<file path="config.mk">
export PLATFORM = sky130hd
export DESIGN_NAME = wdpr_post
export DESIGN_NICKNAME = d
export VERILOG_FILES = /design/src/hdl/wdpr_pkg.sv /design/src/hdl/wdpr_post.sv
export SDC_FILE = /design/constraint.sdc
export NUM_CORES = 2
export LEC_CHECK = 0
export BUFFER_PORTS_ARGS = -buffer_cell sky130_fd_sc_hd__clkbuf_2
export CORE_MARGIN = 2
export CORE_UTILIZATION = 35
export CTS_CLUSTER_DIAMETER = 150
export DETAILED_ROUTE_END_ITERATION = 6
export GPL_ROUTABILITY_DRIVEN = 0
export SETUP_SLACK_MARGIN = 0.02
export SYNTH_ARGS = -nofsm -noshare
export SYNTH_HDL_FRONTEND = slang
export SYNTH_SLANG_ARGS = --single-unit
</file>
<file path="constraint.sdc">
create_clock -name clock -period 17.7 [get_ports clock]
set_clock_uncertainty 0.2 [all_clocks]
set_input_delay 2.655 -clock clock [delete_from_list [all_inputs] [get_ports clock]]
set_output_delay 2.655 -clock clock [all_outputs]
set_load 0.1 [all_outputs]
</file>
<file path="src/hdl/wdpr_pkg.sv">
// Package for the wall distance pose reset block: constants, types and helper functions.
package wdpr_pkg;

   // CORDIC steps, taken from the heading angle resolution
   localparam int ANGLE_BITS = 16;
   localparam int ITER = (ANGLE_BITS < 24) ? ANGLE_BITS : 24;

   localparam logic [31:0] ANGLE_MASK = ~((32'd1 << (32 - ANGLE_BITS)) - 32'd1);
   localparam logic signed [32:0] CORDIC_X0 = 33'sd652032874;
   localparam logic [25:0] MM_RECIP = 26'd33818641; // ceil(2^32 / 127)
   localparam logic [14:0] SPAN_RESET = 15'd17920;

   localparam logic [1:0] WALL_TOP = 2'd0;
   localparam logic [1:0] WALL_BOTTOM = 2'd1;
   localparam logic [1:0] WALL_LEFT = 2'd2;
   localparam logic [1:0] WALL_RIGHT = 2'd3;

   localparam logic [1:0] SENSOR_FRONT = 2'd0;
   localparam logic [1:0] SENSOR_REAR = 2'd1;
   localparam logic [1:0] SENSOR_LEFT = 2'd2;
   localparam logic [1:0] SENSOR_RIGHT = 2'd3;

   // request fields carried alongside the CORDIC
   typedef struct packed {
      logic [17:0]        dist_q8;
      logic [1:0]         sensor_side;
      logic [1:0]         wall_side;
      logic               sensor_present;
      logic signed [15:0] mount_x_offset;
      logic signed [15:0] mount_y_offset;
      logic signed [15:0] pose_x_in;
      logic signed [15:0] pose_y_in;
      logic [14:0]        gate_distance;
   } side_type;

   typedef struct packed {
      logic signed [32:0] x;
      logic signed [32:0] y;
      logic [1:0]         quad;
      side_type           side;
   } rot_type;

   typedef struct packed {
      logic signed [15:0] candidate_pos;
      logic               axis_is_y;
      logic               accepted;
      logic signed [15:0] pose_x_out;
      logic signed [15:0] pose_y_out;
   } result_type;

   typedef struct packed {
      logic signed [17:0] c;
      logic signed [17:0] s;
   } trig_type;

   // arctangent of 2^-i, binary angle of 2^32 per turn
   function automatic logic signed [32:0] atan_step(input int i);
      logic signed [32:0] r;
      case (i)
         0: r = 33'sd536870912;
         1: r = 33'sd316933406;
         2: r = 33'sd167458907;
         3: r = 33'sd85004756;
         4: r = 33'sd42667331;
         5: r = 33'sd21354465;
         6: r = 33'sd10679838;
         7: r = 33'sd5340245;
         8: r = 33'sd2670163;
         9: r = 33'sd1335087;
         10: r = 33'sd667544;
         11: r = 33'sd333772;
         12: r = 33'sd166886;
         13: r = 33'sd83443;
         14: r = 33'sd41722;
         15: r = 33'sd20861;
         16: r = 33'sd10430;
         17: r = 33'sd5215;
         18: r = 33'sd2608;
         19: r = 33'sd1304;
         20: r = 33'sd652;
         21: r = 33'sd326;
         22: r = 33'sd163;
         23: r = 33'sd81;
         default: r = 33'sd0;
      endcase
      return r;
   endfunction

   // rotate a cosine/sine pair by a number of quarter turns
   function automatic trig_type quarter_rotate(input logic signed [17:0] c,
                                               input logic signed [17:0] s,
                                               input logic [1:0] q);
      trig_type r;
      case (q)
         2'd1: begin
            r.c = -s;
            r.s = c;
         end
         2'd2: begin
            r.c = -c;
            r.s = -s;
         end
         2'd3: begin
            r.c = s;
            r.s = -c;
         end
         default: begin
            r.c = c;
            r.s = s;
         end
      endcase
      return r;
   endfunction

   // sensor mounting angle in quarter turns
   function automatic logic [1:0] sensor_quarter(input logic [1:0] side);
      logic [1:0] r;
      case (side)
         SENSOR_FRONT: r = 2'd0;
         SENSOR_REAR: r = 2'd2;
         SENSOR_LEFT: r = 2'd1;
         SENSOR_RIGHT: r = 2'd3;
         default: r = 2'd0;
      endcase
      return r;
   endfunction

endpackage

</file>
<file path="src/hdl/wdpr_post.sv">
// Quarter rotation, products, sum, rounding and gating stages with the result register.
module wdpr_post (
   input  logic                 clock,
   input  logic                 reset,
   input  logic                 advance,
   input  logic [14:0]          wall_half_span,
   input  logic                 in_valid,
   input  wdpr_pkg::rot_type    in_word,
   output logic                 out_valid,
   output wdpr_pkg::result_type out_word
);

   // stage 1: trig
   logic                 s1_valid_ff;
   logic signed [17:0]   s1_ch_ff, s1_sh_ff, s1_t_ff;
   logic signed [15:0]   s1_wpos_ff;
   logic                 s1_axis_ff;
   wdpr_pkg::side_type   s1_side_ff;

   logic [32:0]          xr_sum, yr_sum;
   wdpr_pkg::trig_type   hd_in, th_in;
   logic                 axis_in;
   logic [1:0]           tq_in;
   logic signed [15:0]   wpos_in;

   always_comb begin
      xr_sum  = in_word.x + 33'sd16384;
      yr_sum  = in_word.y + 33'sd16384;
      hd_in   = wdpr_pkg::quarter_rotate($signed(xr_sum[32:15]), $signed(yr_sum[32:15]),
                                         in_word.quad);
      axis_in = (in_word.side.wall_side == wdpr_pkg::WALL_TOP) ||
                (in_word.side.wall_side == wdpr_pkg::WALL_BOTTOM);
      tq_in   = (axis_in ? 2'd3 : 2'd1) + wdpr_pkg::sensor_quarter(in_word.side.sensor_side);
      th_in   = wdpr_pkg::quarter_rotate(hd_in.c, hd_in.s, tq_in);
      if ((in_word.side.wall_side == wdpr_pkg::WALL_TOP) ||
          (in_word.side.wall_side == wdpr_pkg::WALL_RIGHT)) begin
         wpos_in = $signed({1'b0, wall_half_span});
      end else begin
         wpos_in = -$signed({1'b0, wall_half_span});
      end
   end

   always_ff @(posedge clock) begin
      if (reset) begin
         s1_valid_ff <= 1'b0;
      end else if (advance) begin
         s1_valid_ff <= in_valid;
      end
      if (advance) begin
         s1_ch_ff   <= hd_in.c;
         s1_sh_ff   <= hd_in.s;
         s1_t_ff    <= axis_in ? th_in.s : th_in.c;
         s1_wpos_ff <= wpos_in;
         s1_axis_ff <= axis_in;
         s1_side_ff <= in_word.side;
      end
   end

   // stage 2: products
   logic                 s2_valid_ff;
   logic signed [36:0]   s2_pd_ff;
   logic signed [33:0]   s2_m1_ff, s2_m2_ff;
   logic signed [15:0]   s2_wpos_ff;
   logic                 s2_axis_ff;
   wdpr_pkg::side_type   s2_side_ff;

   always_ff @(posedge clock) begin
      if (reset) begin
         s2_valid_ff <= 1'b0;
      end else if (advance) begin
         s2_valid_ff <= s1_valid_ff;
      end
      if (advance) begin
         s2_pd_ff   <= s1_t_ff * $signed({1'b0, s1_side_ff.dist_q8});
         s2_m1_ff   <= (s1_axis_ff ? s1_sh_ff : s1_ch_ff) * $signed(s1_side_ff.mount_x_offset);
         s2_m2_ff   <= (s1_axis_ff ? s1_ch_ff : s1_sh_ff) * $signed(s1_side_ff.mount_y_offset);
         s2_wpos_ff <= s1_wpos_ff;
         s2_axis_ff <= s1_axis_ff;
         s2_side_ff <= s1_side_ff;
      end
   end

   // stage 3: sum in Q15
   logic                 s3_valid_ff;
   logic signed [39:0]   s3_sum_ff;
   logic                 s3_axis_ff;
   wdpr_pkg::side_type   s3_side_ff;
   logic signed [39:0]   sum_in;
   logic signed [39:0]   m1_ext;

   always_comb begin
      m1_ext = {{6{s2_m1_ff[33]}}, s2_m1_ff};
      sum_in = {{9{s2_wpos_ff[15]}}, s2_wpos_ff, 15'd0}
             + {{3{s2_pd_ff[36]}}, s2_pd_ff}
             + (s2_axis_ff ? m1_ext : -m1_ext)
             - {{6{s2_m2_ff[33]}}, s2_m2_ff};
   end

   always_ff @(posedge clock) begin
      if (reset) begin
         s3_valid_ff <= 1'b0;
      end else if (advance) begin
         s3_valid_ff <= s2_valid_ff;
      end
      if (advance) begin
         s3_sum_ff  <= sum_in;
         s3_axis_ff <= s2_axis_ff;
         s3_side_ff <= s2_side_ff;
      end
   end

   // stage 4: round, saturate, gate and apply
   logic                 out_valid_ff;
   wdpr_pkg::result_type out_ff;
   logic [39:0]          rnd;
   logic signed [24:0]   cand_wide;
   logic signed [15:0]   cand_sat, cand;
   logic signed [16:0]   diff;
   logic [16:0]          diff_abs;
   wdpr_pkg::result_type res_in;

   always_comb begin
      rnd       = s3_sum_ff + 40'sd16384;
      cand_wide = $signed(rnd[39:15]);
      if (cand_wide > 25'sd32767) begin
         cand_sat = 16'sh7FFF;
      end else if (cand_wide < -25'sd32768) begin
         cand_sat = 16'sh8000;
      end else begin
         cand_sat = cand_wide[15:0];
      end
      cand = s3_side_ff.sensor_present ? cand_sat : 16'sd0;
      diff = {cand[15], cand}
           - (s3_axis_ff ? {s3_side_ff.pose_y_in[15], s3_side_ff.pose_y_in}
                         : {s3_side_ff.pose_x_in[15], s3_side_ff.pose_x_in});
      diff_abs = diff[16] ? 17'(-diff) : 17'(diff);
      res_in.candidate_pos = cand;
      res_in.axis_is_y     = s3_axis_ff;
      res_in.accepted      = diff_abs < {2'd0, s3_side_ff.gate_distance};
      res_in.pose_x_out    = (res_in.accepted && !s3_axis_ff) ? cand : s3_side_ff.pose_x_in;
      res_in.pose_y_out    = (res_in.accepted && s3_axis_ff) ? cand : s3_side_ff.pose_y_in;
   end

   always_ff @(posedge clock) begin
      if (reset) begin
         out_valid_ff <= 1'b0;
      end else if (advance) begin
         out_valid_ff <= s3_valid_ff;
      end
      if (advance) begin
         out_ff <= res_in;
      end
   end

   assign out_valid = out_valid_ff;
   assign out_word  = out_ff;

endmodule

</file>
[Yosys cells after proc, flatten, opt, wreduce, memory -nomap -nowiden]
Cells that the tools add are included.
W data, S select, Z words.
Word-level totals
  register bits after elaboration: 482
  input port bits: 189
  logic and storage cells: 92
Operators by class
  add/sub/neg operators: 15
  multiply operators: 3
  magnitude comparators: 3
  equal/unequal tests: 11
  mux-type cells: 16
  reductions and logical operators: 7
Operator list (number)
  $pmux W36 S3: 2
  $mux W16: 5
  $neg A18 Y18: 4
  $mul A34 B16 Y34: 2
  $mux W34: 2
  $add A33 B16 Y33 const B: 2
  $add A40 B16 Y40 const B: 1
  $add A40 B40 Y40: 1
  $mux W40: 1
  $neg A40 Y40: 1
  $sub A40 B40 Y40: 1
  $add A31 B37 Y38: 1
  $mul A18 B19 Y37: 1
  $mux W17: 2
  $gt A25 B16 Y1 const B: 1
  $lt A25 B16 Y1 const B: 1
  $mux W18: 1
  $lt A17 B15 Y1: 1
  $neg A17 Y17: 1
  $sub A17 B17 Y17: 1
  $neg A15 Y16: 1
  $mux W15: 1
  $eq A2 B2 Y1 const B: 7
  $eq A2 B1 Y1 const B: 4
  other kinds (7): 10

[Longest topological paths before layout]
  depth in word-level cells: 11
  gate-level depth with buffers: 40

[Worst setup path after synthesis]
Ideal clock, no wire load.
  path kind: reg-to-reg
  start: register s3_sum_ff[21]
  end: register out_ff (netlist bit out_word[10]) (data pin)
  library setup time: 0.260 ns
  arrival: 7.103 ns
  required time: 17.240 ns
  path slack: 10.137 ns
  stages on the path, launching flop included: 38
  cell sequence: edfxtp_1 and3_1 and3_1 nand4_1 nor4_1 a31oi_1 nor4_1 nand2_1 a21bo_2 clkbuf_1 nor2_1 inv_1 ha_1 inv_1 fa_1 a21oi_1 o221a_2 o21ai_0 [... 2 more ...] a21oi_1 nand3_1 o21a_1 buf_1 nor2_1 xnor2_1 ha_1 o21a_1 o21a_1 o21a_1 o21ai_0 a21oi_1 nor2_1 o31ai_1 nor3b_1 a21oi_1 buf_2 mux2_2
RTL lines
  start, declared: line wdpr_post.sv:85  | logic signed [39:0] s3_sum_ff;
  start signal, assigned: line wdpr_post.sv:106  | s3_sum_ff <= sum_in;
  end signal, assigned: line wdpr_post.sv:151  | out_ff <= res_in;
  end, declared: line wdpr_post.sv:114  | wdpr_pkg::result_type out_ff;

==> metrics.csv <==
metric;value;unit
cts hold-fix bufs;0;
hold_sp;s2_side_ff[43];
Multi-input gate area;38700;um^2
First-pass DRT Iterations;7;
Mapped Cells;5651;
DPL Wire Length;112000;um
first-pass GRT wire length;227000;um
met2 Use GR;28.5;%
synthesized area;57400;um^2
Yosys top cell area share;30.5;%
MaxCap Viol Count;0;
Post-Route WL;139000;um
Slew Viols, Final;0;
DRC viols;1;
sequential share of the synthesized area;24.4;%
cell mode on critical path;o21ai_0;
Bufs on Longest Clock Path;3;
fmax;110;MHz
actual slew at the worst max-slew pin;1.18;ns
worst reg-to-reg path cell count;33;
Setup-failing EPs final;0;
Critical Path Sink Type;register;
syn_nets;7125;
Area Overhead vs Synth;8.84;%
Initial Util;35.3;%
min-delay worst type;register to register;
Fill cells;15900;
Worst-path clk slew;0.06;ns
Clk Latency, worst-skew pair;0.68;ns
Detailed Route Iter0 Violations;2417;
largest net degree at the start of global routing;147;
total CTS buffers;56;
Tmin final;9.12;ns
IO Pins;240;
CP Max Fanout;16;
M3 GR Usage;2.63;%
critical path's slowest cell;nor4_1;
Synth cell types;96;
worst hold stages;0;
CP arrival;9.34;ns
row cnt;148;
antenna viol nets, final;0;
Fin. Hold Viols;0;
Critical Path RT;17.91;ns
fin nets;7212;
Die W;409;um
failing checks;DRC;
final critical-path share of the clock period;51.5;%
number of setup buffers added after CTS;0;
dominant cell type by area after synthesis;fa_1;
RSZ-0062 raised after global routing;no;
RR Endpoint;out_word[29];
WL per Instance;17.4;um
Top FF cell, synth;edfxtp_1;
critical path class;register to register;
Max-slew headroom;20.2;%
setup TNS;0;ns
fraction of final layout cells sized beyond drive strength 1;8.07;%
Die Y;409;um
cell family with most CP delay;compound AO/OA/AOI/OAI gates;
r2r startpoint;s3_sum_ff[21];
I/O Buffers;211;
CP Buf/Inv Count;1;
initial antenna violation count;9;
startpoint type of the worst setup path;register;
Hold Path End;s3_side_ff[43];
Clock Sink Count;468;
Vias;39400;
core box area;163000;um^2
r2r setup slk;8.58;ns
Largest stage delay, worst path;0.68;ns
asr flop ratio synth;0;%
gr usage total;16.9;%
H-tree levels;2;
die area;167000;um^2
Yosys warning count;0;
drt via density;4.95;
grt peak-use layer;met2;
number of synthesized flops with an enable pin;464;
vias in the first global route;41700;
Synth Area per Inst;10.2;um^2
register area;14000;um^2
CTS root buffer;clkbuf_16;
M1 GR Usage;22.6;%
post-cts resize count;0;
top cells by area, synth;fa_1, edfxtp_1, ha_1;
status;complete, but fails checks;
CTS tree;built;
#FFs+latches synth;468;
grt ovf;0;
==> synthesized netlist by cell type (all sizes together) (8+ instances only) <==
| cell | instances |
|---|---|
| inv | 1049 |
| fa | 876 |
| nand2 | 664 |
| edfxtp | 464 |
| ha | 409 |
| and2 | 314 |
| xnor2 | 216 |
| nor2 | 188 |
| clkbuf | 167 |
| a21oi | 163 |
| o21ai | 117 |
| xor2 | 105 |
| nand3 | 74 |
| mux2 | 69 |
| nor3 | 69 |
| nor2b | 47 |
| mux2i | 45 |
| a21o | 41 |
| or2 | 41 |
| buf | 39 |
| nand2b | 37 |
| a31oi | 34 |
| o21a | 34 |
| and3 | 30 |
| or3 | 30 |
| a211oi | 29 |
| nand4 | 28 |
| o31ai | 24 |
| nor4 | 23 |
| o211ai | 22 |
| o21bai | 18 |
| a211o | 16 |
| and4 | 12 |
| or4 | 11 |
| a21boi | 9 |
| a41oi | 9 |
| a221o | 8 |
| nand3b | 8 |
==> cells in the final DEF, fill, tap and decap left out, types with 10 or more instances in the layout <==
master / n
inv_1: 1046
or4_1: 10
a31oi_1: 34
o21ai_1: 11
a21oi_1: 163
o211ai_1: 22
and4_1: 12
o21a_1: 33
nor3_1: 68
and3_1: 30
clkbuf_2: 210
nand3_1: 73
and2_1: 313
nand2_1: 663
fa_1: 876
clkinv_1: 11
o21ai_0: 106
xnor2_1: 216
nor2_1: 188
o21bai_1: 18
nor4_1: 20
mux2_2: 67
or2_2: 41
edfxtp_1: 464
nor2b_1: 47
o31ai_1: 20
buf_4: 23
mux2i_1: 45
ha_1: 409
a211oi_1: 27
a21o_1: 41
xor2_1: 105
a211o_1: 16
or3_1: 30
nand2b_1: 37
nand4_1: 28
clkbuf_16: 56
==> sequential cells by signal, indices dropped and copies added, names as in the netlist <==
signal       flops
out_word        50
out_valid        1
s2_wpos_ff      16
s3_sum_ff       26
s3_axis_ff       1
s3_valid_ff      1
s3_side_ff      48
s1_ch_ff        18
s1_t_ff         18
s1_sh_ff        18
s2_side_ff      48
s2_m2_ff        34
s1_axis_ff       1
s2_axis_ff       1
s1_side_ff      98
s2_m1_ff        34
s1_valid_ff      1
s2_valid_ff      1
s2_pd_ff        37
s1_wpos_ff      16
==> worst reg2reg max path: cells and delay by family, from the launching register on <==
family | cells | cell delay (ns)
XOR/XNOR | 1 | 0.20
AND/OR/NAND/NOR | 11 | 3.07
AO/OA/AOI/OAI | 17 | 3.62
multiplexers | 1 | 0.39
flip-flops | 1 | 0.39
adder cells (fa/ha/maj) | 2 | 0.65
buffers and inverters | 1 | 0.33
==> worst max-delay path by stage <==
stage / cells after the start / endpoint / start
after CTS: 33 / out_word[29] / s3_sum_ff[21]
after global placement: 33 / out_word[29] / s3_sum_ff[21]
after detailed placement: 33 / out_word[29] / s3_sum_ff[21]
after global routing: 33 / out_word[29] / s3_sum_ff[22]
after floorplan: 37 / out_word[10] / s3_sum_ff[21]
final: 33 / out_word[29] / s3_sum_ff[21]
==> per-layer routing <==
layer	vias up	share of wire, %
met4	10	2.5
li1	18300	-
met1	19900	45
met5	-	0.041
met2	987	47
met3	187	5.5
==> metrics by stage <==
step,cells,setup slack (ns),util [%],area (um^2),hold slack (ns)
after floorplan,5651,10.14,-,57400,0.200
after global placement,7855,8.69,37.2,60600,0.201
after detailed placement,7855,8.56,37.2,60600,0.205
after CTS,7959,8.52,38.4,62500,0.212
after global routing,7960,7.78,38.4,62500,0.220
final,7963,8.58,38.4,62500,0.218
==> cell type report <==
cell class                 count  share of cell area, %
multi-input combinational   3926                   61.9
sequential                   468                   22.4
inverter                    1051                   6.31
tap                         2175                   4.35
clock buffer                  65                   2.30
timing repair buffer         235                   2.01
clock inverter                39                  0.709
antenna                        4                 0.0160
==> kinds of logic after synthesis <==
logic type	after synthesis	share of synthesized area [%]
AOI/OAI and AO/OA	607	7.13
xor gates and xnor gates	321	4.90
adders and majority gates	1285	39.5
buffers and inverters	1257	8.27
DFF	468	24.4
muxes	115	2.18
and+or+nand+nor	1598	13.7
Power is left out: the tool's default activity adds up to more than one toggle a clock period on the data nets, which glitch-free logic cannot reach.
